**src/hw/rtl/jpeg_marker_segment_parser_macros.svh**
```systemverilog
// Assertion macros for the JPEG marker segment parser.
// Used by the top level only; needs clock and reset in the scope of use.
`ifndef JPEG_MARKER_SEGMENT_PARSER_MACROS_SVH
`define JPEG_MARKER_SEGMENT_PARSER_MACROS_SVH

// Implication checked at every clock edge outside reset.
`define JMSP_ASSERT_IMPL(label, ante, cons) \
   label: assert property (@(posedge clock) disable iff (reset) (ante) |-> (cons)) \
      else $error("assertion failed");

// Implication checked in the cycle after the antecedent.
`define JMSP_ASSERT_NEXT(label, ante, cons) \
   label: assert property (@(posedge clock) disable iff (reset) (ante) |=> (cons)) \
      else $error("assertion failed");

`endif

```
**src/hw/rtl/jmsp_pkg.sv**
```systemverilog
// Package for the JPEG marker segment parser: phase type, event codes,
// parser state and event structs. Depends on nothing.
`timescale 1ns / 1ps

package jmsp_pkg;

   typedef enum logic [3:0] {
      PH_SCAN    = 4'd0,
      PH_FF      = 4'd1,
      PH_APP0    = 4'd2,
      PH_APPN    = 4'd3,
      PH_DQT     = 4'd4,
      PH_SOF0    = 4'd5,
      PH_DRI     = 4'd6,
      PH_DHT     = 4'd7,
      PH_SOS     = 4'd8,
      PH_ENTROPY = 4'd9
   } phase_type;

   localparam logic [4:0] K_MARKER    = 5'd0;
   localparam logic [4:0] K_LENGTH    = 5'd1;
   localparam logic [4:0] K_APP0_ID   = 5'd2;
   localparam logic [4:0] K_APP0_VER  = 5'd3;
   localparam logic [4:0] K_APP0_UNIT = 5'd4;
   localparam logic [4:0] K_APP0_XD   = 5'd5;
   localparam logic [4:0] K_APP0_YD   = 5'd6;
   localparam logic [4:0] K_APP0_TW   = 5'd7;
   localparam logic [4:0] K_APP0_TH   = 5'd8;
   localparam logic [4:0] K_APP0_TB   = 5'd9;
   localparam logic [4:0] K_DQT_HDR   = 5'd10;
   localparam logic [4:0] K_DQT_BYTE  = 5'd11;
   localparam logic [4:0] K_SOF_PREC  = 5'd12;
   localparam logic [4:0] K_SOF_H     = 5'd13;
   localparam logic [4:0] K_SOF_W     = 5'd14;
   localparam logic [4:0] K_SOF_NC    = 5'd15;
   localparam logic [4:0] K_SOF_CID   = 5'd16;
   localparam logic [4:0] K_SOF_SAMP  = 5'd17;
   localparam logic [4:0] K_SOF_QT    = 5'd18;
   localparam logic [4:0] K_DRI       = 5'd19;
   localparam logic [4:0] K_DHT_BYTE  = 5'd20;
   localparam logic [4:0] K_SOS_NC    = 5'd21;
   localparam logic [4:0] K_SOS_CID   = 5'd22;
   localparam logic [4:0] K_SOS_TBL   = 5'd23;
   localparam logic [4:0] K_SOS_SS    = 5'd24;
   localparam logic [4:0] K_SOS_SE    = 5'd25;
   localparam logic [4:0] K_SOS_AH    = 5'd26;
   localparam logic [4:0] K_ENTROPY   = 5'd27;

   localparam logic [7:0] MK_SOI   = 8'hD8;
   localparam logic [7:0] MK_EOI   = 8'hD9;
   localparam logic [7:0] MK_APP0  = 8'hE0;
   localparam logic [7:0] MK_APP1  = 8'hE1;
   localparam logic [7:0] MK_APP15 = 8'hEF;
   localparam logic [7:0] MK_DQT   = 8'hDB;
   localparam logic [7:0] MK_SOF0  = 8'hC0;
   localparam logic [7:0] MK_DRI   = 8'hDD;
   localparam logic [7:0] MK_DHT   = 8'hC4;
   localparam logic [7:0] MK_SOS   = 8'hDA;
   localparam logic [7:0] MK_FILL  = 8'hFF;

   localparam logic [7:0] QT_SHORT = 8'd64;
   localparam logic [7:0] QT_LONG  = 8'd128;
   localparam logic [15:0] THUMB_BASE = 16'd16;

   typedef struct packed {
      phase_type   phase;
      logic [15:0] cnt;
      logic [15:0] seg_len;
      logic [7:0]  hold;
      logic [7:0]  comp_total;
      logic [7:0]  comp_idx;
      logic [1:0]  sub;
      logic [7:0]  qt_slot;
      logic [7:0]  qt_rem;
      logic [7:0]  dly0;
      logic [7:0]  dly1;
      logic [1:0]  fill;
   } state_type;

   typedef struct packed {
      logic        valid;
      logic [4:0]  kind;
      logic [7:0]  slot;
      logic [15:0] value;
      logic [7:0]  value_second;
   } event_type;

endpackage

```
**src/hw/rtl/jmsp_step.sv**
```systemverilog
// Next-state and event logic for one file byte of the marker parser.
// Purely combinational; depends on jmsp_pkg.
`timescale 1ns / 1ps

module jmsp_step
   import jmsp_pkg::*;
(
   input  state_type  cur,
   input  logic [7:0] data_byte,
   output state_type  nxt,
   output event_type  evt
);

   logic [15:0] c;
   logic [15:0] word;
   logic [15:0] len_now;
   logic [15:0] b16;
   logic [16:0] c_plus;

   assign c    = cur.cnt;
   assign word = {cur.hold, data_byte};
   assign b16  = {8'd0, data_byte};
   assign len_now = (c == 16'd1) ? word : cur.seg_len;
   assign c_plus  = {1'b0, c} + 17'd1;

   always_comb begin
      nxt = cur;
      evt = '0;
      unique case (cur.phase)
         PH_SCAN: begin
            if (data_byte == MK_FILL) begin
               nxt.phase = PH_FF;
            end
         end
         PH_FF: begin
            if (data_byte != MK_FILL) begin
               evt.valid = 1'b1;
               evt.kind  = K_MARKER;
               evt.value = b16;
               nxt.cnt = '0;
               nxt.seg_len = '0;
               nxt.comp_total = '0;
               nxt.comp_idx = '0;
               nxt.sub = '0;
               nxt.qt_slot = '0;
               nxt.qt_rem = '0;
               if (data_byte == MK_SOI || data_byte == MK_EOI) begin
                  nxt = cur;
                  nxt.phase = PH_SCAN;
               end else if (data_byte == MK_APP0) begin
                  nxt.phase = PH_APP0;
               end else if (data_byte >= MK_APP1 && data_byte <= MK_APP15) begin
                  nxt.phase = PH_APPN;
               end else if (data_byte == MK_DQT) begin
                  nxt.phase = PH_DQT;
               end else if (data_byte == MK_SOF0) begin
                  nxt.phase = PH_SOF0;
               end else if (data_byte == MK_DRI) begin
                  nxt.phase = PH_DRI;
               end else if (data_byte == MK_DHT) begin
                  nxt.phase = PH_DHT;
               end else if (data_byte == MK_SOS) begin
                  nxt.phase = PH_SOS;
               end else begin
                  nxt = cur;
                  nxt.phase = PH_SCAN;
                  evt.valid = 1'b0;
               end
            end
         end
         PH_ENTROPY: begin
            if (cur.fill == 2'd2) begin
               evt.valid = 1'b1;
               evt.kind  = K_ENTROPY;
               evt.slot  = c[7:0];
               evt.value = {8'd0, cur.dly0};
               nxt.cnt   = c_plus[15:0];
               nxt.dly0  = cur.dly1;
               nxt.dly1  = data_byte;
            end else if (cur.fill == 2'd1) begin
               nxt.dly1 = data_byte;
               nxt.fill = 2'd2;
            end else begin
               nxt.dly0 = data_byte;
               nxt.fill = 2'd1;
            end
         end
         PH_APP0, PH_APPN, PH_DQT, PH_SOF0, PH_DRI, PH_DHT, PH_SOS: begin
            if (c == 16'd0) begin
               nxt.hold = data_byte;
            end else if (c == 16'd1) begin
               nxt.seg_len = word;
               evt.valid = 1'b1;
               evt.kind  = K_LENGTH;
               evt.value = word;
            end else begin
               unique case (cur.phase)
                  PH_APP0: begin
                     evt.valid = 1'b1;
                     evt.value = b16;
                     if (c <= 16'd6) begin
                        evt.kind = K_APP0_ID;
                        evt.slot = c[7:0] - 8'd2;
                     end else if (c == 16'd7 || c == 16'd10 || c == 16'd12) begin
                        nxt.hold = data_byte;
                        evt.valid = 1'b0;
                     end else if (c == 16'd8) begin
                        evt.kind = K_APP0_VER;
                        evt.value = {8'd0, cur.hold};
                        evt.value_second = data_byte;
                     end else if (c == 16'd9) begin
                        evt.kind = K_APP0_UNIT;
                     end else if (c == 16'd11) begin
                        evt.kind = K_APP0_XD;
                        evt.value = word;
                     end else if (c == 16'd13) begin
                        evt.kind = K_APP0_YD;
                        evt.value = word;
                     end else if (c == 16'd14) begin
                        evt.kind = K_APP0_TW;
                     end else if (c == 16'd15) begin
                        evt.kind = K_APP0_TH;
                     end else begin
                        evt.kind = K_APP0_TB;
                        evt.slot = c[7:0] - THUMB_BASE[7:0];
                     end
                  end
                  PH_DQT: begin
                     evt.valid = 1'b1;
                     if (cur.qt_rem == 8'd0) begin
                        evt.kind = K_DQT_HDR;
                        evt.slot = cur.qt_slot;
                        evt.value = {12'd0, data_byte[7:4]};
                        evt.value_second = {4'd0, data_byte[3:0]};
                        nxt.qt_rem = (data_byte[7:4] != 4'd0) ? QT_LONG : QT_SHORT;
                        nxt.comp_idx = '0;
                        nxt.qt_slot = cur.qt_slot + 8'd1;
                     end else begin
                        evt.kind = K_DQT_BYTE;
                        evt.slot = cur.comp_idx;
                        evt.value = b16;
                        nxt.qt_rem = cur.qt_rem - 8'd1;
                        nxt.comp_idx = cur.comp_idx + 8'd1;
                     end
                  end
                  PH_SOF0: begin
                     evt.value = b16;
                     if (c == 16'd2) begin
                        evt.valid = 1'b1;
                        evt.kind = K_SOF_PREC;
                     end else if (c == 16'd3 || c == 16'd5) begin
                        nxt.hold = data_byte;
                     end else if (c == 16'd4) begin
                        evt.valid = 1'b1;
                        evt.kind = K_SOF_H;
                        evt.value = word;
                     end else if (c == 16'd6) begin
                        evt.valid = 1'b1;
                        evt.kind = K_SOF_W;
                        evt.value = word;
                     end else if (c == 16'd7) begin
                        evt.valid = 1'b1;
                        evt.kind = K_SOF_NC;
                        nxt.comp_total = data_byte;
                        nxt.comp_idx = '0;
                        nxt.sub = '0;
                     end else if (cur.comp_idx < cur.comp_total) begin
                        evt.valid = 1'b1;
                        evt.slot = cur.comp_idx;
                        if (cur.sub == 2'd0) begin
                           evt.kind = K_SOF_CID;
                           nxt.sub = 2'd1;
                        end else if (cur.sub == 2'd1) begin
                           evt.kind = K_SOF_SAMP;
                           evt.value = {12'd0, data_byte[7:4]};
                           evt.value_second = {4'd0, data_byte[3:0]};
                           nxt.sub = 2'd2;
                        end else begin
                           evt.kind = K_SOF_QT;
                           nxt.sub = 2'd0;
                           nxt.comp_idx = cur.comp_idx + 8'd1;
                        end
                     end
                  end
                  PH_DRI: begin
                     if (c == 16'd2) begin
                        nxt.hold = data_byte;
                     end else if (c == 16'd3) begin
                        evt.valid = 1'b1;
                        evt.kind = K_DRI;
                        evt.value = word;
                     end
                  end
                  PH_DHT: begin
                     evt.valid = 1'b1;
                     evt.kind = K_DHT_BYTE;
                     evt.slot = c[7:0] - 8'd2;
                     evt.value = b16;
                  end
                  PH_SOS: begin
                     evt.value = b16;
                     if (c == 16'd2) begin
                        evt.valid = 1'b1;
                        evt.kind = K_SOS_NC;
                        nxt.comp_total = data_byte;
                        nxt.comp_idx = '0;
                        nxt.sub = '0;
                     end else if (cur.comp_idx < cur.comp_total) begin
                        evt.valid = 1'b1;
                        evt.slot = cur.comp_idx;
                        if (cur.sub == 2'd0) begin
                           evt.kind = K_SOS_CID;
                           nxt.sub = 2'd1;
                        end else begin
                           evt.kind = K_SOS_TBL;
                           evt.value = {12'd0, data_byte[7:4]};
                           evt.value_second = {4'd0, data_byte[3:0]};
                           nxt.sub = 2'd0;
                           nxt.comp_idx = cur.comp_idx + 8'd1;
                        end
                     end else if (cur.sub != 2'd3) begin
                        evt.valid = 1'b1;
                        nxt.sub = cur.sub + 2'd1;
                        case (cur.sub)
                           2'd0:    evt.kind = K_SOS_SS;
                           2'd1:    evt.kind = K_SOS_SE;
                           default: evt.kind = K_SOS_AH;
                        endcase
                     end
                  end
                  default: begin
                     evt.valid = 1'b0;
                  end
               endcase
            end
            if (c != 16'd0 && c_plus >= {1'b0, len_now}) begin
               nxt.phase = (cur.phase == PH_SOS) ? PH_ENTROPY : PH_SCAN;
               nxt.cnt   = '0;
               nxt.fill  = '0;
            end else begin
               nxt.cnt = c_plus[15:0];
            end
         end
         default: begin
            nxt.phase = PH_SCAN;
         end
      endcase
   end

endmodule

```
**src/hw/rtl/jpeg_marker_segment_parser.sv**
```systemverilog
// Each accepted byte updates the parser state in the same cycle and its event, if any, is
// loaded into the output register, so one byte is taken every cycle; a new byte waits only
// while a held event is stalled. An event shows in the cycle after its byte. Entropy bytes
// after SOS come out two bytes late, and the last two bytes of a file never come out.
`timescale 1ns / 1ps
`include "jpeg_marker_segment_parser_macros.svh"

module jpeg_marker_segment_parser
   import jmsp_pkg::*;
(
   input  logic        clock,
   input  logic        reset,
   input  logic        req_valid,
   output logic        req_stall,
   input  logic [7:0]  req_data_byte,
   input  logic        req_last_byte,
   output logic        rsp_valid,
   input  logic        rsp_stall,
   output logic [4:0]  rsp_kind,
   output logic [7:0]  rsp_slot,
   output logic [15:0] rsp_value,
   output logic [7:0]  rsp_value_second
);

   state_type state_ff, state_in, step_state;
   event_type step_evt;
   logic      rsp_valid_ff, rsp_valid_in;
   logic [4:0]  kind_ff;
   logic [7:0]  slot_ff;
   logic [15:0] value_ff;
   logic [7:0]  second_ff;
   logic        accept;

   assign req_stall = rsp_valid_ff && rsp_stall;
   assign accept    = req_valid && !req_stall;

   jmsp_step u_step (
      .cur       (state_ff),
      .data_byte (req_data_byte),
      .nxt       (step_state),
      .evt       (step_evt)
   );

   always_comb begin
      state_in = state_ff;
      if (accept) begin
         state_in = req_last_byte ? state_type'('0) : step_state;
      end
   end

   always_comb begin
      rsp_valid_in = rsp_valid_ff && rsp_stall;
      if (accept) begin
         rsp_valid_in = step_evt.valid;
      end
   end

   always_ff @(posedge clock) begin
      if (reset) begin
         state_ff     <= '0;
         rsp_valid_ff <= 1'b0;
      end else begin
         state_ff     <= state_in;
         rsp_valid_ff <= rsp_valid_in;
      end
   end

   always_ff @(posedge clock) begin
      if (accept && step_evt.valid) begin
         kind_ff   <= step_evt.kind;
         slot_ff   <= step_evt.slot;
         value_ff  <= step_evt.value;
         second_ff <= step_evt.value_second;
      end
   end

   assign rsp_valid        = rsp_valid_ff;
   assign rsp_kind         = kind_ff;
   assign rsp_slot         = slot_ff;
   assign rsp_value        = value_ff;
   assign rsp_value_second = second_ff;

   `JMSP_ASSERT_IMPL(a_stall_only_when_full, req_stall, rsp_valid_ff)
   `JMSP_ASSERT_NEXT(a_last_resets, accept && req_last_byte, state_ff.phase == PH_SCAN)
   `JMSP_ASSERT_IMPL(a_kind_range, rsp_valid_ff, kind_ff <= K_ENTROPY)
   `JMSP_ASSERT_NEXT(a_fill_bound, 1'b1, state_ff.fill != 2'd3)

endmodule
```
**config.mk**
```make
export PLATFORM = sky130hd
export DESIGN_NAME = jpeg_marker_segment_parser
export DESIGN_NICKNAME = d
export VERILOG_FILES = /design/src/hw/rtl/jmsp_pkg.sv /design/src/hw/rtl/jmsp_step.sv /design/src/hw/rtl/jpeg_marker_segment_parser.sv
export VERILOG_INCLUDE_DIRS = /design/src /design/src/hw/rtl
export SDC_FILE = /design/constraint.sdc
export NUM_CORES = 1
export LEC_CHECK = 0
export ABC_AREA = 0
export BUFFER_PORTS_ARGS = -buffer_cell sky130_fd_sc_hd__buf_4
export CAP_MARGIN = 20
export CORE_ASPECT_RATIO = 1.4
export CORE_MARGIN = 2
export CORE_UTILIZATION = 56
export DETAILED_ROUTE_END_ITERATION = 8
export PLACE_DENSITY_LB_ADDON = 0.05
export SETUP_SLACK_MARGIN = 0.5
export SLEW_MARGIN = 20
export SYNTH_ARGS = -nofsm -noshare
export SYNTH_HDL_FRONTEND = slang
export SYNTH_SLANG_ARGS = --single-unit
```
**constraint.sdc**
```tcl
create_clock -name clock -period 4.3 [get_ports clock]
set_input_delay 0.86 -clock clock [delete_from_list [all_inputs] [get_ports clock]]
set_output_delay 0.86 -clock clock [all_outputs]
set_load 0.1 [all_outputs]
```
# Word-level counts from Yosys, hierarchy flattened
# Cells that the tools add are included.
# word_totals
out_inout_bits	39
reg_bits	134
elab_cells	310
input_bits	13
# op_classes
reduce_logical	38
n_lt_le_gt_ge	5
eq_ne	72
addsub	7
n_mux	170
n_bitwise	1
# ops
op	count
$mux W92	7
$mux W38	12
$mux W32	12
$mux W96	3
$mux W16	16
$mux W24	10
$mux W8	29
$eq A16 B4 Y1 const B	8
$pmux W58 S2	1
$pmux W16 S3	2
$pmux W16 S6	1
$eq A8 B8 Y1 const B	9
$mux W6	11
$eq A16 B3 Y1 const B	4
$mux W18	3
$pmux W8 S3	2
$mux W4	11
$mux W42	1
$pmux W8 S5	1
$mux W37	1
$mux W34	1
$eq A16 B2 Y1 const B	2
$pmux W16 S2	1
$pmux W8 S2	2
other kinds (69)	143

# Logic depth before layout (Yosys ltp)
# Gate-level depths: netlist (run 1).
# logic_depth
word_depth	31
depth_mapped	19
mapped_depth_nobuf	15

# Cells and area by module
# A second synthesis (run 1) with hierarchy kept.
# hier_totals
cells_unflattened	1310
hier_area_um2	11073.1
# modules_own_cells
mod	area_each_um2	n_inst	cells_per_inst
jpeg_marker_segment_parser	5820.6	1	469
jmsp_step	5252.5	1	841

# Least setup slack after synthesis (run 1)
# No wires, ideal clock.
# synth_path
path_kind	register -> register
from	register state_ff[80] in the netlist's numbering
to	register state_ff[78] in the netlist's numbering
setup_time_ps	59
n_path_buf	5
arrival_time_ps	4123
synth_period_minus_slack_ps	4182
slack_ps	118
stages_incl_launch_ff	19
path_cell_list	dfxtp_1 -> clkbuf_1 -> inv_1 -> ha_1 -> clkbuf_1 -> nor4bb_1 -> nand4_1 -> buf_2 -> buf_1 -> mux2i_1 -> ha_1 -> o21a_1 -> o21ai_0 -> a2111oi_0 -> a221oi_1 -> a311o_1 -> and2_1 -> clkbuf_1 -> a22o_1
# synth_between
elab_chain_len	7
elab_cells_between_ends	9
cone_classes	add/sub: 1; order compare: 1; eq/ne: 1; mux: 4; reduce/logical: 2
# synth_rtl
item	line	source
from (decl)	jpeg_marker_segment_parser.sv:25	state_type state_ff, state_in, step_state;
from (signal assigned)	jpeg_marker_segment_parser.sv:63	state_ff <= state_in;
parallel branches: the longest is 3 deep, another holds $add A16 B1 Y17	-	
$logic_and A1 B1 Y1 *	jmsp_step.sv:236	if (c != 16'd0 && c_plus >= {1'b0, len_now}) begin
$mux W16 *	jmsp_step.sv:236	
$pmux W16 S3 *	jmsp_step.sv:29	unique case (cur.phase)
$mux W96 *	jpeg_marker_segment_parser.sv:47	state_in = req_last_byte ? state_type'('0) : step_state;
# Mark *: on every way between the ends.
# A chain may end at the register's enable or synchronous reset.

# Worst setup path in the final report (run 1)
# layout_path
from	register state_ff[87] in the netlist's numbering
to	register state_ff[80] in the netlist's numbering
# The elaborated chain is that of the path after synthesis.

==> results by group, run 1 <==
Worst hold path
  – Hold depth: 2
  – HP Class: reg2reg
  – Hold Path Origin: state_ff[60]$_SDFFE_PP0P_
  – Min-Delay Endpoint: state_ff[60]$_SDFFE_PP0P_

Floorplan
  – I/O pin count: 52
  – Core area: 0.0155 mm²
  – Die width: 110 µm
  – Die height: 152 µm
  – Rows: 54
  – Initial Util: 56.6%
  – Die area: 0.0167 mm²

Timing
  – Fin. Hold Viols: 0
  – Fin crit share: 84.7%
  – TNS Setup: 0 ns
  – Max-slew violation total from the final report: 0
  – Fmax: 0.274 GHz
  – Endpoints failing setup: 0
  – Minimum clock period: 3.64 ns
  – Clock skew: 0.0100 ns
  – RSZ-0062 raised after global routing: false
  – Max-slew headroom: 27.1%
  – Slew @ Worst Pin: between 1 and 1.5 ns
  – Setup WS post-layout: 0.657 ns

Setup path
  – CP Cell Sequence: nor4_4 > buf_4 > nand4_1 > buf_8 > mux2i_2 > ha_1 > o21a_1 > o21ai_1 > a2111oi_2 > a221oi_2 > a311o_1 > and2_4 > and3_1 > a211o_1
  – CP endpoint kind: flop
  – Worst setup SP type: flop
  – Reg2Reg Depth: 14
  – CP max stage delay: 0.41 ns
  – Slowest-stage cell, CP: a311o_1
  – Reg2reg setup slack: roughly 0.66 ns
  – Setup CP Type: reg2reg
  – R2R Path Start: state_ff[87]$_SDFFE_PP0P_
  – Worst Path Required: 4.62 ns
  – CP arrival: 3.96 ns
  – Critical-path maximum fanout: 20
  – Reg-to-reg endpoint: state_ff[80]$_SDFFE_PP0P_

Clock network
  – Worst-case clock buffer depth: 2
  – H-Tree Depth: 4
  – Clk Latency, worst-skew pair: 0.43 ns
  – CTS tree: done
  – Clock transition at path regs: approximately 0.060 ns
  – Hold_buf cts: 0
  – Clock root buffer master: clkbuf_16
  – TritonCTS Buffers: 17
  – CTS sink cnt: 134

Layout
  – Fillcell total: 1411
  – N_diodes: 0
  – FF/Latch Area: 0.00306 mm²
  – Area growth, synth to finish: 12.8%
  – Multi-input gate area in the final layout: roughly 0.0053 mm²
  – Fraction of layout cells with a size suffix above 1: between 10% and 20%
  – Nets: 1127
  – Design area: 0.00988 mm²

Detailed routing
  – DR iter-0 viols: 716
  – Avg WL per Cell: 20.8 µm
  – Via count: 8204
  – Final antenna-violating net count: 0
  – # DRC: 0
  – Vias per inst: 6.39
  – Wirelength, routed: around 27000 µm
  – First-pass iteration count of the detailed router: 5

Synthesis
  – Most common cell in the netlist: nor2_1
  – Synth async-reset ratio: 0%
  – Synth cell types: between 80 and 90
  – Synth area leader: dfxtp_1
  – EDFF count, synth: 37
  – Ys flop type: dfxtp_1
  – Seq/Total Area, Yosys: 34.9%
  – Area share of the largest cell type after synthesis: 22.2%
  – Post-Syn Area: 0.00876 mm²
  – Syn Inst Count: 1052
  – Syn nets: 1105
  – FF+latch count, synth: 134
  – Top cells by count, synth: nor2_1, dfxtp_1, nand2_1, a21oi_1, mux2i_1
  – Cells taking the most area after synthesis: dfxtp_1, edfxtp_1, mux2i_1, ha_1, nor2_1
  – Syn. warnings: 0
  – Synthesized area per cell: approximately 8.3 µm²

Pwr
  – Total power: 0.00281 W
  – VDD IR max: 0.262 mV
  – Cell Pwr Density: 285 mW/mm²
  – Leak: 3.82 nW

GRT
  – Pin count of the biggest net entering global routing: 77
  – Vias in the first global route: 7874
  – Initial antenna violation count: 0
  – GR Overflow Total: 0
  – GRT Overall Usage: between 30% and 40%
  – First-pass GRT wire length: 42300 µm

Placement
  – Port buffer count: 51
  – Pre-CTS setup slack: 0.347 ns
  – Cell Area, Placed: between 0.009 and 0.01 mm²
  – DP HPWL: approximately 19000 µm
  – GP Congestion: 0.962

Status
  – Status: completed

Flow run
  – MaxCap Viol Count: 0
area by class of cell:
| class | instances | share of cell area, % |
|---|---|---|
| Clock buffer | 17 | 4.31 |
| Clock inverter | 15 | 1.39 |
| Inverter | 36 | 1.37 |
| Multi-Input combinational cell | 815 | 54.0 |
| Sequential cell | 134 | 31.0 |
| Tap cell | 196 | 2.48 |
| Timing Repair Buffer | 70 | 5.52 |
stage by stage:
stage / utilization, % / hold WS [ns] / instances
after floorplan: - / 0.446 / 1052
after global placement: 59.7 / 0.457 / 1250
after detailed placement: 59.7 / 0.465 / 1250
after CTS: 63.6 / 0.476 / 1283
after global routing: 63.8 / 0.496 / 1283
final: 63.8 / 0.477 / 1283
how the worst max path moves through the flow:
| stage | start | slack (ns) | endpoint |
|---|---|---|---|
| 2_1_floorplan | state_ff[77]$_SDFFE_PP0P_ | 0.47 | state_ff[0]$_SDFFE_PP0P_ |
| 3_3_place_gp | state_ff[88]$_SDFFE_PP0P_ | 0.36 | state_ff[80]$_SDFFE_PP0P_ |
| 3_5_place_dp | state_ff[88]$_SDFFE_PP0P_ | 0.35 | state_ff[80]$_SDFFE_PP0P_ |
| 4_1_cts | state_ff[76]$_SDFFE_PP0P_ | 0.51 | state_ff[80]$_SDFFE_PP0P_ |
| 5_1_grt | state_ff[77]$_SDFFE_PP0P_ | 0.51 | state_ff[80]$_SDFFE_PP0P_ |
| 6_report | state_ff[87]$_SDFFE_PP0P_ | 0.66 | state_ff[80]$_SDFFE_PP0P_ |
critical path: cells and delay by family, from the launching register on:
family	cells	cell delay (ns)
compound gates	6	1.33
simple gates	4	0.91
buf+inv	2	0.42
flops	1	0.39
fa+ha+maj	1	0.30
mux	1	0.17
power by group:
part           switching (W)  internal [W]  leakage, nW
clock network       0.000637      0.000760        0.261
logic              0.0000838     0.0000374         2.44
registers         0.00000345       0.00129         1.13
total               0.000724       0.00209         3.82
timing repair:
action / CTS / global route
setup buffers: 1 / 0
setup endpoints to repair: 13 / 31
pin swaps: 2 / 1
gates resized for setup: 12 / 12
sequential cells by signal, summed over array words and instances (netlist names):
| register | count |
|---|---|
| rsp_valid | 1 |
| state_ff | 96 |
| rsp_value_second | 8 |
| rsp_kind | 5 |
| rsp_slot | 8 |
| rsp_value | 16 |
kinds of logic after synthesis:
family / count (synthesis) / share of synthesized area (%)
adders and majority gates: 40 / 5.72
AOI/OAI and AO/OA: 267 / 20.2
and+or+nand+nor: 425 / 25.0
DFF: 134 / 34.9
buffers and inverters: 103 / 5.00
muxes: 60 / 6.87
xor gates and xnor gates: 23 / 2.30
routing by layer:
| layer | wire length (µm) | track usage, % |
|---|---|---|
| met4 | 1440 | 18.6 |
| met2 | 13000 | 54.1 |
| met5 | 0 | 0 |
| met3 | 1570 | 5.15 |
| met1 | 10700 | 40.3 |
cell usage in the layout (no fill, tap or decap), types with 7 or more instances in the layout:
cell type and instances:
inv_1 34, a31oi_1 10, nor2b_1 10, buf_4 68
nand3_1 24, o211ai_1 7, a21o_1 10, nor2_1 129
or4_1 8, a21oi_1 77, nand4_1 15, and2_1 29
a22o_1 11, a22oi_1 17, clkbuf_16 17, edfxtp_1 37
o21ai_0 53, mux2i_1 58, dfxtp_1 92, and3_1 12
ha_1 40, o22ai_1 7, nor4_1 8, xnor2_1 13
nor3_1 29, a211oi_1 13, nand2b_1 17, xor2_1 10
nand2_1 89, or3_1 12
Power figures use the tool's default switching activity.
==> inputs of run 2 (changes only) <==
--- a/config.mk
+++ b/config.mk
@@ -11,7 +11,7 @@
 export CAP_MARGIN = 20
 export CORE_ASPECT_RATIO = 1.4
 export CORE_MARGIN = 2
-export CORE_UTILIZATION = 56
+export CORE_UTILIZATION = 60
 export DETAILED_ROUTE_END_ITERATION = 8
 export PLACE_DENSITY_LB_ADDON = 0.05
 export SETUP_SLACK_MARGIN = 0.5
==> constraint.sdc (replaced) <==
create_clock -name clock -period 3.5 [get_ports clock]
set_input_delay 0.7 -clock clock [delete_from_list [all_inputs] [get_ports clock]]
set_output_delay 0.7 -clock clock [all_outputs]
set_load 0.1 [all_outputs]
==> run 2 against run 1 <==
The flow now finishes with violations (setup timing). Sequential power increased by 22%. Maximum frequency increased by 1.9%. Sequential share of layout area decreased by 2.9 points. Count of clock-buffer cells in the layout unchanged. Global-route usage increased by 4.5 points. Hold slack improved by 0.022 ns. Critical path depth increased by 3. Clock skew increased by 0.0063 ns. Register-to-register slack got worse by 0.73 ns. Highest routed layer unchanged.
==> results by group, run 2 (synthesis gave the netlist of run 1 again) <==
Status
  – Status: finished with violations
  – Failing checks: setup timing

Worst hold path
  – HP Class: reg2reg

GRT
  – Gr busiest metal: met2
  – GRT Overall Usage: 37.4% (+4.5 points)
  – Met2 Use GR: 63.6% (+9.5 points)
  – GR Util met1: 43.5% (+3.2 points)
  – Vias in the first global route: 8375 (+6.4%)
  – First-pass GRT wire length: 45200 µm (+6.9%)
  – Grt met3 use: 5.90% (+0.75 points)
  – Pin count of the biggest net entering global routing: 56 (-27%)
  – GR Overflow Total: 0 (unchanged)
  – Initial antenna violation count: 0 (unchanged)

Floorplan
  – Initial Util: 60.9% (+4.3 points)
  – I/O pin count: 52 (unchanged)
  – Die width: 106 µm (-3.3%)
  – Die height: 147 µm (-3.3%)
  – Die area: 0.0156 mm² (-6.5%)
  – Rows: 52 (-3.7%)
  – Core area: 0.0144 mm² (-7.1%)

Detailed routing
  – First-pass iteration count of the detailed router: 5 (unchanged)
  – Wirelength, routed: 30600 µm (+15%)
  – Final antenna-violating net count: 0 (unchanged)
  – Via count: 8941 (+9.0%)
  – Avg WL per Cell: 22.7 µm (+8.9%)
  – Vias per inst: 6.62 (+3.5%)
  – DR iter-0 viols: 836 (+17%)
  – # DRC: 0 (unchanged)

Layout
  – Final core utilization: 76.0% (+12 points)
  – Most frequent cells in the layout: buf_4, nor2_1, nand2_1, dfxtp_1, a21oi_1
  – Finished Layout Cells: 1351 (+5.3%)
  – Area growth, synth to finish: 24.8%
  – N_diodes: 0 (unchanged)
  – Top reg by flops: state_ff
  – Fraction of layout cells with a size suffix above 1: 24.2% (+10 points)
  – Nets: 1202 (+6.7%)
  – Max reg flops: 96 (unchanged)
  – Most common cell after layout, fill and taps aside: buf_4

Setup path
  – CP Cell Sequence: buf_4 > ha_1 > nand2_2 > nor4_2 > buf_4 > buf_4 > nand2_1 > xnor2_2 > ha_1 > o21a_1 > o21ai_4 > a2111oi_4 > a221oi_2 > a311o_1 > nor4bb_2 > nor2_1 > nor3_1
  – Setup CP Type: reg2reg
  – CP max stage delay: 0.34 ns (-0.07 ns)
  – Worst setup SP type: flop
  – Critical-path maximum fanout: 7 (-65%)
  – CP endpoint kind: flop
  – Critical path buffers and inverters: 3 (+1)
  – Cell repeated most along the worst path: buf_4
  – Slowest-stage cell, CP: dfxtp_2
  – Worst Path Required: 3.85 ns (-0.77 ns)
  – Largest delay share family, worst path: compound AO/OA/AOI/OAI gates
  – CP arrival: 3.92 ns (-0.04 ns)

Clock network
  – TritonCTS Buffers: 17 (unchanged)
  – CTS sink cnt: 134 (unchanged)
  – Worst-case clock buffer depth: 2 (unchanged)
  – CTS tree: done
  – Clock transition at path regs: 0.07 ns (about the same)
  – Hold_buf cts: 0 (unchanged)
  – H-Tree Depth: 4 (unchanged)
  – Clock root buffer master: clkbuf_16
  – Clk Latency, worst-skew pair: 0.44 ns (about the same)

Placement
  – Pre-CTS setup slack: 0.111 ns (-0.237 ns)
  – DP HPWL: 20400 µm (+4.9%)
  – Inst Count DP: 1297 (+3.8%)
  – Port buffer count: 51 (unchanged)
  – GP Congestion: 0.962 (about the same)

Timing
  – Fin crit share: 102% (+17 points)
  – Clock skew: 0.0163 ns (+0.00633 ns)
  – RSZ-0062 raised after global routing: true
  – Minimum clock period: 3.57 ns (-0.0695 ns)
  – Slew @ Worst Pin: 0.636 ns (-0.452 ns)
  – TNS Setup: -0.431 ns (-0.431 ns)
  – Max-slew headroom: 57.2% (+30 points)
  – Fmax: 0.280 GHz (+1.9%)
  – Fin. Hold Viols: 0 (unchanged)
  – Setup WS post-layout: -0.0738 ns (-0.730 ns)
  – Endpoints failing setup: 15 (+15)
  – Max-slew violation total from the final report: 0 (unchanged)

Flow run
  – MaxCap Viol Count: 0 (unchanged)

Pwr
  – Leak: 4.30 nW (+12%)
  – Total power: 0.00366 W (+30%)
  – VDD IR max: 0.312 mV (+19%)
  – Cell Pwr Density: 335 mW/mm² (+18%)
run 2: layer usage:
metal / vias up / share of wire [%]
met3: 132 / 7.1
met1: 4299 / 37
met5: - / 0
li1: 4035 / -
met2: 475 / 50
met4: 0 / 6.5
run 2: worst paths after layout:
path | start | to | slack (ns) | cells past startpoint
hold reg to reg | state_ff[51]$_SDFFE_PP0P_ | state_ff[51]$_SDFFE_PP0P_ | 0.50 | 2
setup reg to reg | state_ff[77]$_SDFFE_PP0P_ | state_ff[76]$_SDFFE_PP0P_ | -0.07 | 17
hold / removal | state_ff[51]$_SDFFE_PP0P_ | state_ff[51]$_SDFFE_PP0P_ | 0.50 | 2
setup / recovery | state_ff[77]$_SDFFE_PP0P_ | state_ff[76]$_SDFFE_PP0P_ | -0.07 | 17
run 2: power by group:
group	total, W	internal [W]	switching (W)	leakage [nW]
clock network	0.00191	0.00109	0.000813	0.304
logic	0.000165	0.0000555	0.000109	2.86
registers	0.00159	0.00159	0.00000422	1.13
total	0.00366	0.00274	0.000927	4.30
run 2: cell type report:
class | instances | area [µm²]
multi-input combinational | 815 | 5660
fill | 1080 | 3450
sequential | 134 | 3070
timing repair buffer | 145 | 1200
clock buffer | 17 | 425
tap | 189 | 236
clock inverter | 15 | 200
inverter | 36 | 144
run 2: what timing repair did:
item | CTS | global route
pin swaps | 2 | 23
cloned | 1 | 4
endpoints found under the hold margin | 0 | 0
gates resized for setup | 31 | 63
setup buffers | 3 | 14
endpoints found under the setup margin | 84 | 107
run 2: metrics by stage:
step                hold slack, ns  area (µm²)
detailed placement           0.477        9700
finish                       0.499       10900
floorplan                    0.446        8860
global route                 0.521       10900
global placement             0.457        9700
CTS                          0.487       10500
run 2: worst min-delay path, cell delays in order (launching register included):
cell and delay, ns:
dfxtp_1 0.33, mux2i_1 0.06, nor2_1 0.07
==> inputs of run 3 (changes only) <==
--- a/config.mk
+++ b/config.mk
@@ -15,7 +15,9 @@
 export DETAILED_ROUTE_END_ITERATION = 8
 export PLACE_DENSITY_LB_ADDON = 0.05
 export SETUP_SLACK_MARGIN = 0.5
+export SKIP_CTS_REPAIR_TIMING = 1
 export SLEW_MARGIN = 20
 export SYNTH_ARGS = -nofsm -noshare
 export SYNTH_HDL_FRONTEND = slang
+export SYNTH_HIERARCHICAL = 1
 export SYNTH_SLANG_ARGS = --single-unit
==> run 3 against run 2 <==
Sequential power barely moved. Maximum frequency decreased by 11%. Highest routed layer unchanged. Hold slack worse by 0.0066 ns. Area after synthesis is 26% higher. First-iteration DRC count up 47%. Critical path type unchanged. Critical path depth down 1. Cell count grew 26%. Worst setup slack got worse by 0.45 ns. Wire length increased by 18%. Global-route usage fell by 2.1 points. Die area grew 26%. The run still ends with setup timing left.
==> results by group, run 3 <==
Setup path
  – Largest delay share family, worst path: simple AND/OR/NAND/NOR gates
  – Cell repeated most along the worst path: mux2i_1
  – Critical path buffers and inverters: 2 (-1)
  – CP Cell Sequence: or4_4 > nor3_4 > nand3_2 > buf_12 > buf_4 > mux2i_1 > ha_1 > a21o_1 > a31oi_1 > o21ai_1 > a31o_2 > o21ai_4 > nor3b_2 > o32a_1 > or3b_1 > mux2i_1
  – Slowest-stage cell, CP: or4_4
  – Worst Path Required: 3.85 ns (about the same)
  – CP max stage delay: 0.56 ns (+0.22 ns)
  – Critical-path maximum fanout: 16 (+9)
  – Setup CP Type: reg2reg
  – Worst setup SP type: flop
  – CP endpoint kind: flop
  – CP arrival: 4.38 ns (+0.46 ns)

Synthesis
  – Seq/Total Area, Yosys: 27.6% (-7.3 points)
  – Area share of the largest cell type after synthesis: 17.5% (-4.6 points)
  – Post-Syn Area: 0.0111 mm² (+26%)
  – Ys flop type: dfxtp_1
  – Syn. warnings: 6 (+6)
  – Most common cell in the netlist: mux2i_1
  – Top cells by count, synth: mux2i_1, nand2b_1, dfxtp_1, nand2_1, or3b_1
  – Cells taking the most area after synthesis: dfxtp_1, mux2i_1, edfxtp_1, or3b_1, nand2b_1
  – Syn Inst Count: 1310 (+25%)
  – Syn nets: 1361 (+23%)
  – FF+latch count, synth: 134 (unchanged)
  – Synth area leader: dfxtp_1
  – Synth cell types: 84 (unchanged)
  – Synthesized area per cell: 8.45 µm² (+1.5%)
  – Synth async-reset ratio: 0% (unchanged)
  – EDFF count, synth: 37 (unchanged)

Placement
  – Inst Count DP: 1638 (+26%)
  – Port buffer count: 51 (unchanged)
  – GP Congestion: 1.03 (+7.5%)
  – DP HPWL: 25200 µm (+23%)

GRT
  – Initial antenna violation count: 0 (unchanged)
  – GR Overflow Total: 0 (unchanged)
  – Pin count of the biggest net entering global routing: 97 (+73%)
  – Vias in the first global route: 10256 (+22%)
  – GRT Overall Usage: 35.3% (-2.1 points)
  – First-pass GRT wire length: 54700 µm (+21%)

Timing
  – Minimum clock period: 4.03 ns (+0.452 ns)
  – RSZ-0062 raised after global routing: true
  – Setup WS post-layout: -0.526 ns (-0.452 ns)
  – Fin crit share: 115% (+13 points)
  – Fin. Hold Viols: 0 (unchanged)
  – Max-slew violation total from the final report: 0 (unchanged)
  – Fmax: 0.248 GHz (-11%)
  – Clock skew: 0.00869 ns (-0.00765 ns)
  – Max-slew headroom: 42.0% (-15 points)
  – Slew @ Worst Pin: 0.870 ns (+0.234 ns)
  – Endpoints failing setup: 21 (+6)

Floorplan
  – Die width: 119 µm (+12%)
  – Die height: 165 µm (+12%)
  – Initial Util: 61.5% (+0.62 points)
  – Rows: 58 (+12%)
  – Die area: 0.0196 mm² (+26%)
  – Core area: 0.0180 mm² (+25%)
  – I/O pin count: 52 (unchanged)

Layout
  – Max reg flops: 96 (unchanged)
  – Fillcell total: 1355 (+25%)
  – N_diodes: 0 (unchanged)
  – Top reg by flops: state_ff
  – Nets: 1497 (+25%)
  – Final core utilization: 75.8% (-0.22 points)
  – Most common cell after layout, fill and taps aside: buf_4
  – Finished Layout Cells: 1699 (+26%)
  – Fraction of layout cells with a size suffix above 1: 25.4% (+1.2 points)
  – Most frequent cells in the layout: buf_4, mux2i_1, nand2b_1, or3b_1, nand2_1
  – Area growth, synth to finish: 23.2%

Status
  – Status: finished with violations
  – Failing checks: setup timing

Clock network
  – Clock transition at path regs: 0.06 ns (about the same)
  – Clk Latency, worst-skew pair: 0.43 ns (about the same)
  – Clock root buffer master: clkbuf_16
  – CTS tree: done
  – H-Tree Depth: 4 (unchanged)
  – TritonCTS Buffers: 17 (unchanged)
  – CTS sink cnt: 134 (unchanged)
  – Worst-case clock buffer depth: 2 (unchanged)

Detailed routing
  – First-pass iteration count of the detailed router: 6 (+1)
  – Vias per inst: 6.59 (-0.37%)
  – # DRC: 0 (unchanged)
  – Final antenna-violating net count: 0 (unchanged)
  – Avg WL per Cell: 21.3 µm (-5.9%)
  – DR iter-0 viols: 1231 (+47%)
  – Wirelength, routed: 36300 µm (+18%)
  – Via count: 11202 (+25%)

Pwr
  – Cell Pwr Density: 256 mW/mm² (-24%)
  – Switch Pwr: 0.000916 W (-1.2%)
  – Sw frac: 26.2% (+0.90 points)
  – Total power: 0.00350 W (-4.6%)
  – Seq pwr share: 45.3% (+1.9 points)
  – Clock power frac: 49.8% (-2.3 points)
  – VDD IR max: 0.298 mV (-4.7%)
  – Pint: 0.00258 W (-5.7%)
  – Leak: 5.33 nW (+24%)
  – Combinational power share: 4.9% (+0.4 points)

Worst hold path
  – HP Class: reg2reg

Flow run
  – MaxCap Viol Count: 0 (unchanged)
-- run 3: cell types whose count changed in the layout (fill, tap and decap cells not counted), sizes merged, moves of 16 or more --
cell and delta:
or3b +99, nand2b +90, buf +69, mux2i +57
nor2 -52, o21ai +43, a21oi -24, a22o +16
-- run 3: worst min-delay path, stage by stage (launching register included) --
cell      delay (ns)
dfxtp_1         0.32
nand2b_1        0.07
mux2i_1         0.06
-- run 3: area by class of cell --
class	instances	area, µm²	area share [%]
clock inverter	15	141	1.04
multi-input combinational	1047	7830	57.4
sequential	134	3060	22.5
clock buffer	17	425	3.12
inverter	32	128	0.936
tap	240	300	2.20
timing repair buffer	214	1750	12.9
-- run 3: final timing paths --
kind,from,end,slack [ns],cells after the start
worst max-delay path,state_ff[88]$_SDFFE_PP0P_,state_ff[78]$_SDFFE_PP0P_,-0.53,16
worst min register to register,state_ff[46]$_SDFFE_PP0P_,state_ff[46]$_SDFFE_PP0P_,0.49,2
worst max register to register,state_ff[88]$_SDFFE_PP0P_,state_ff[78]$_SDFFE_PP0P_,-0.53,16
worst min-delay path,state_ff[46]$_SDFFE_PP0P_,state_ff[46]$_SDFFE_PP0P_,0.49,2
-- run 3: cell families after synthesis --
family / Yosys count / synth area share (%)
AO/OA/AOI/OAI: 329 / 19.8
XOR/XNOR: 15 / 1.19
adder cells (fa/ha/maj): 38 / 4.29
buffers and inverters: 129 / 6.10
flip-flops: 134 / 27.6
multiplexers: 130 / 11.9
AND/OR/NAND/NOR: 535 / 29.1
-- run 3: power groups by stage --
stage / Clock (W) / Combinational [W] / Sequential [W]
floorplan: 0 / 0.000136 / 0.00162
detailed placement: 0 / 0.000169 / 0.00162
finish: 0.00174 / 0.000171 / 0.00158
CTS: 0.00176 / 0.000169 / 0.00158
global route: 0.00181 / 0.000180 / 0.00158
global placement: 0 / 0.000169 / 0.00162
-- run 3: metrics by stage --
step | TNS [ns] | area, µm² | setup slack [ns] | hold slack (ns)
after floorplan | -10.63 | 11200 | -0.790 | 0.445
after global placement | -3.84 | 12300 | -0.349 | 0.470
after detailed placement | -6.07 | 12300 | -0.455 | 0.484
after CTS | -6.54 | 12900 | -0.464 | 0.495
after global routing | -9.79 | 13600 | -0.647 | 0.520
final | -6.72 | 13600 | -0.526 | 0.492
-- run 3: per-layer routing --
layer  share of wire (%)  track usage [%]  wire [µm]  vias to the layer above
met3                 6.5             4.97       2340                      146
met1                  38             41.8      13900                     5341
li1                    -                -          -                     5139
met4                 5.6             18.9       2020                        0
met2                  50             61.7      18000                      576
met5                   0                0          0                        -
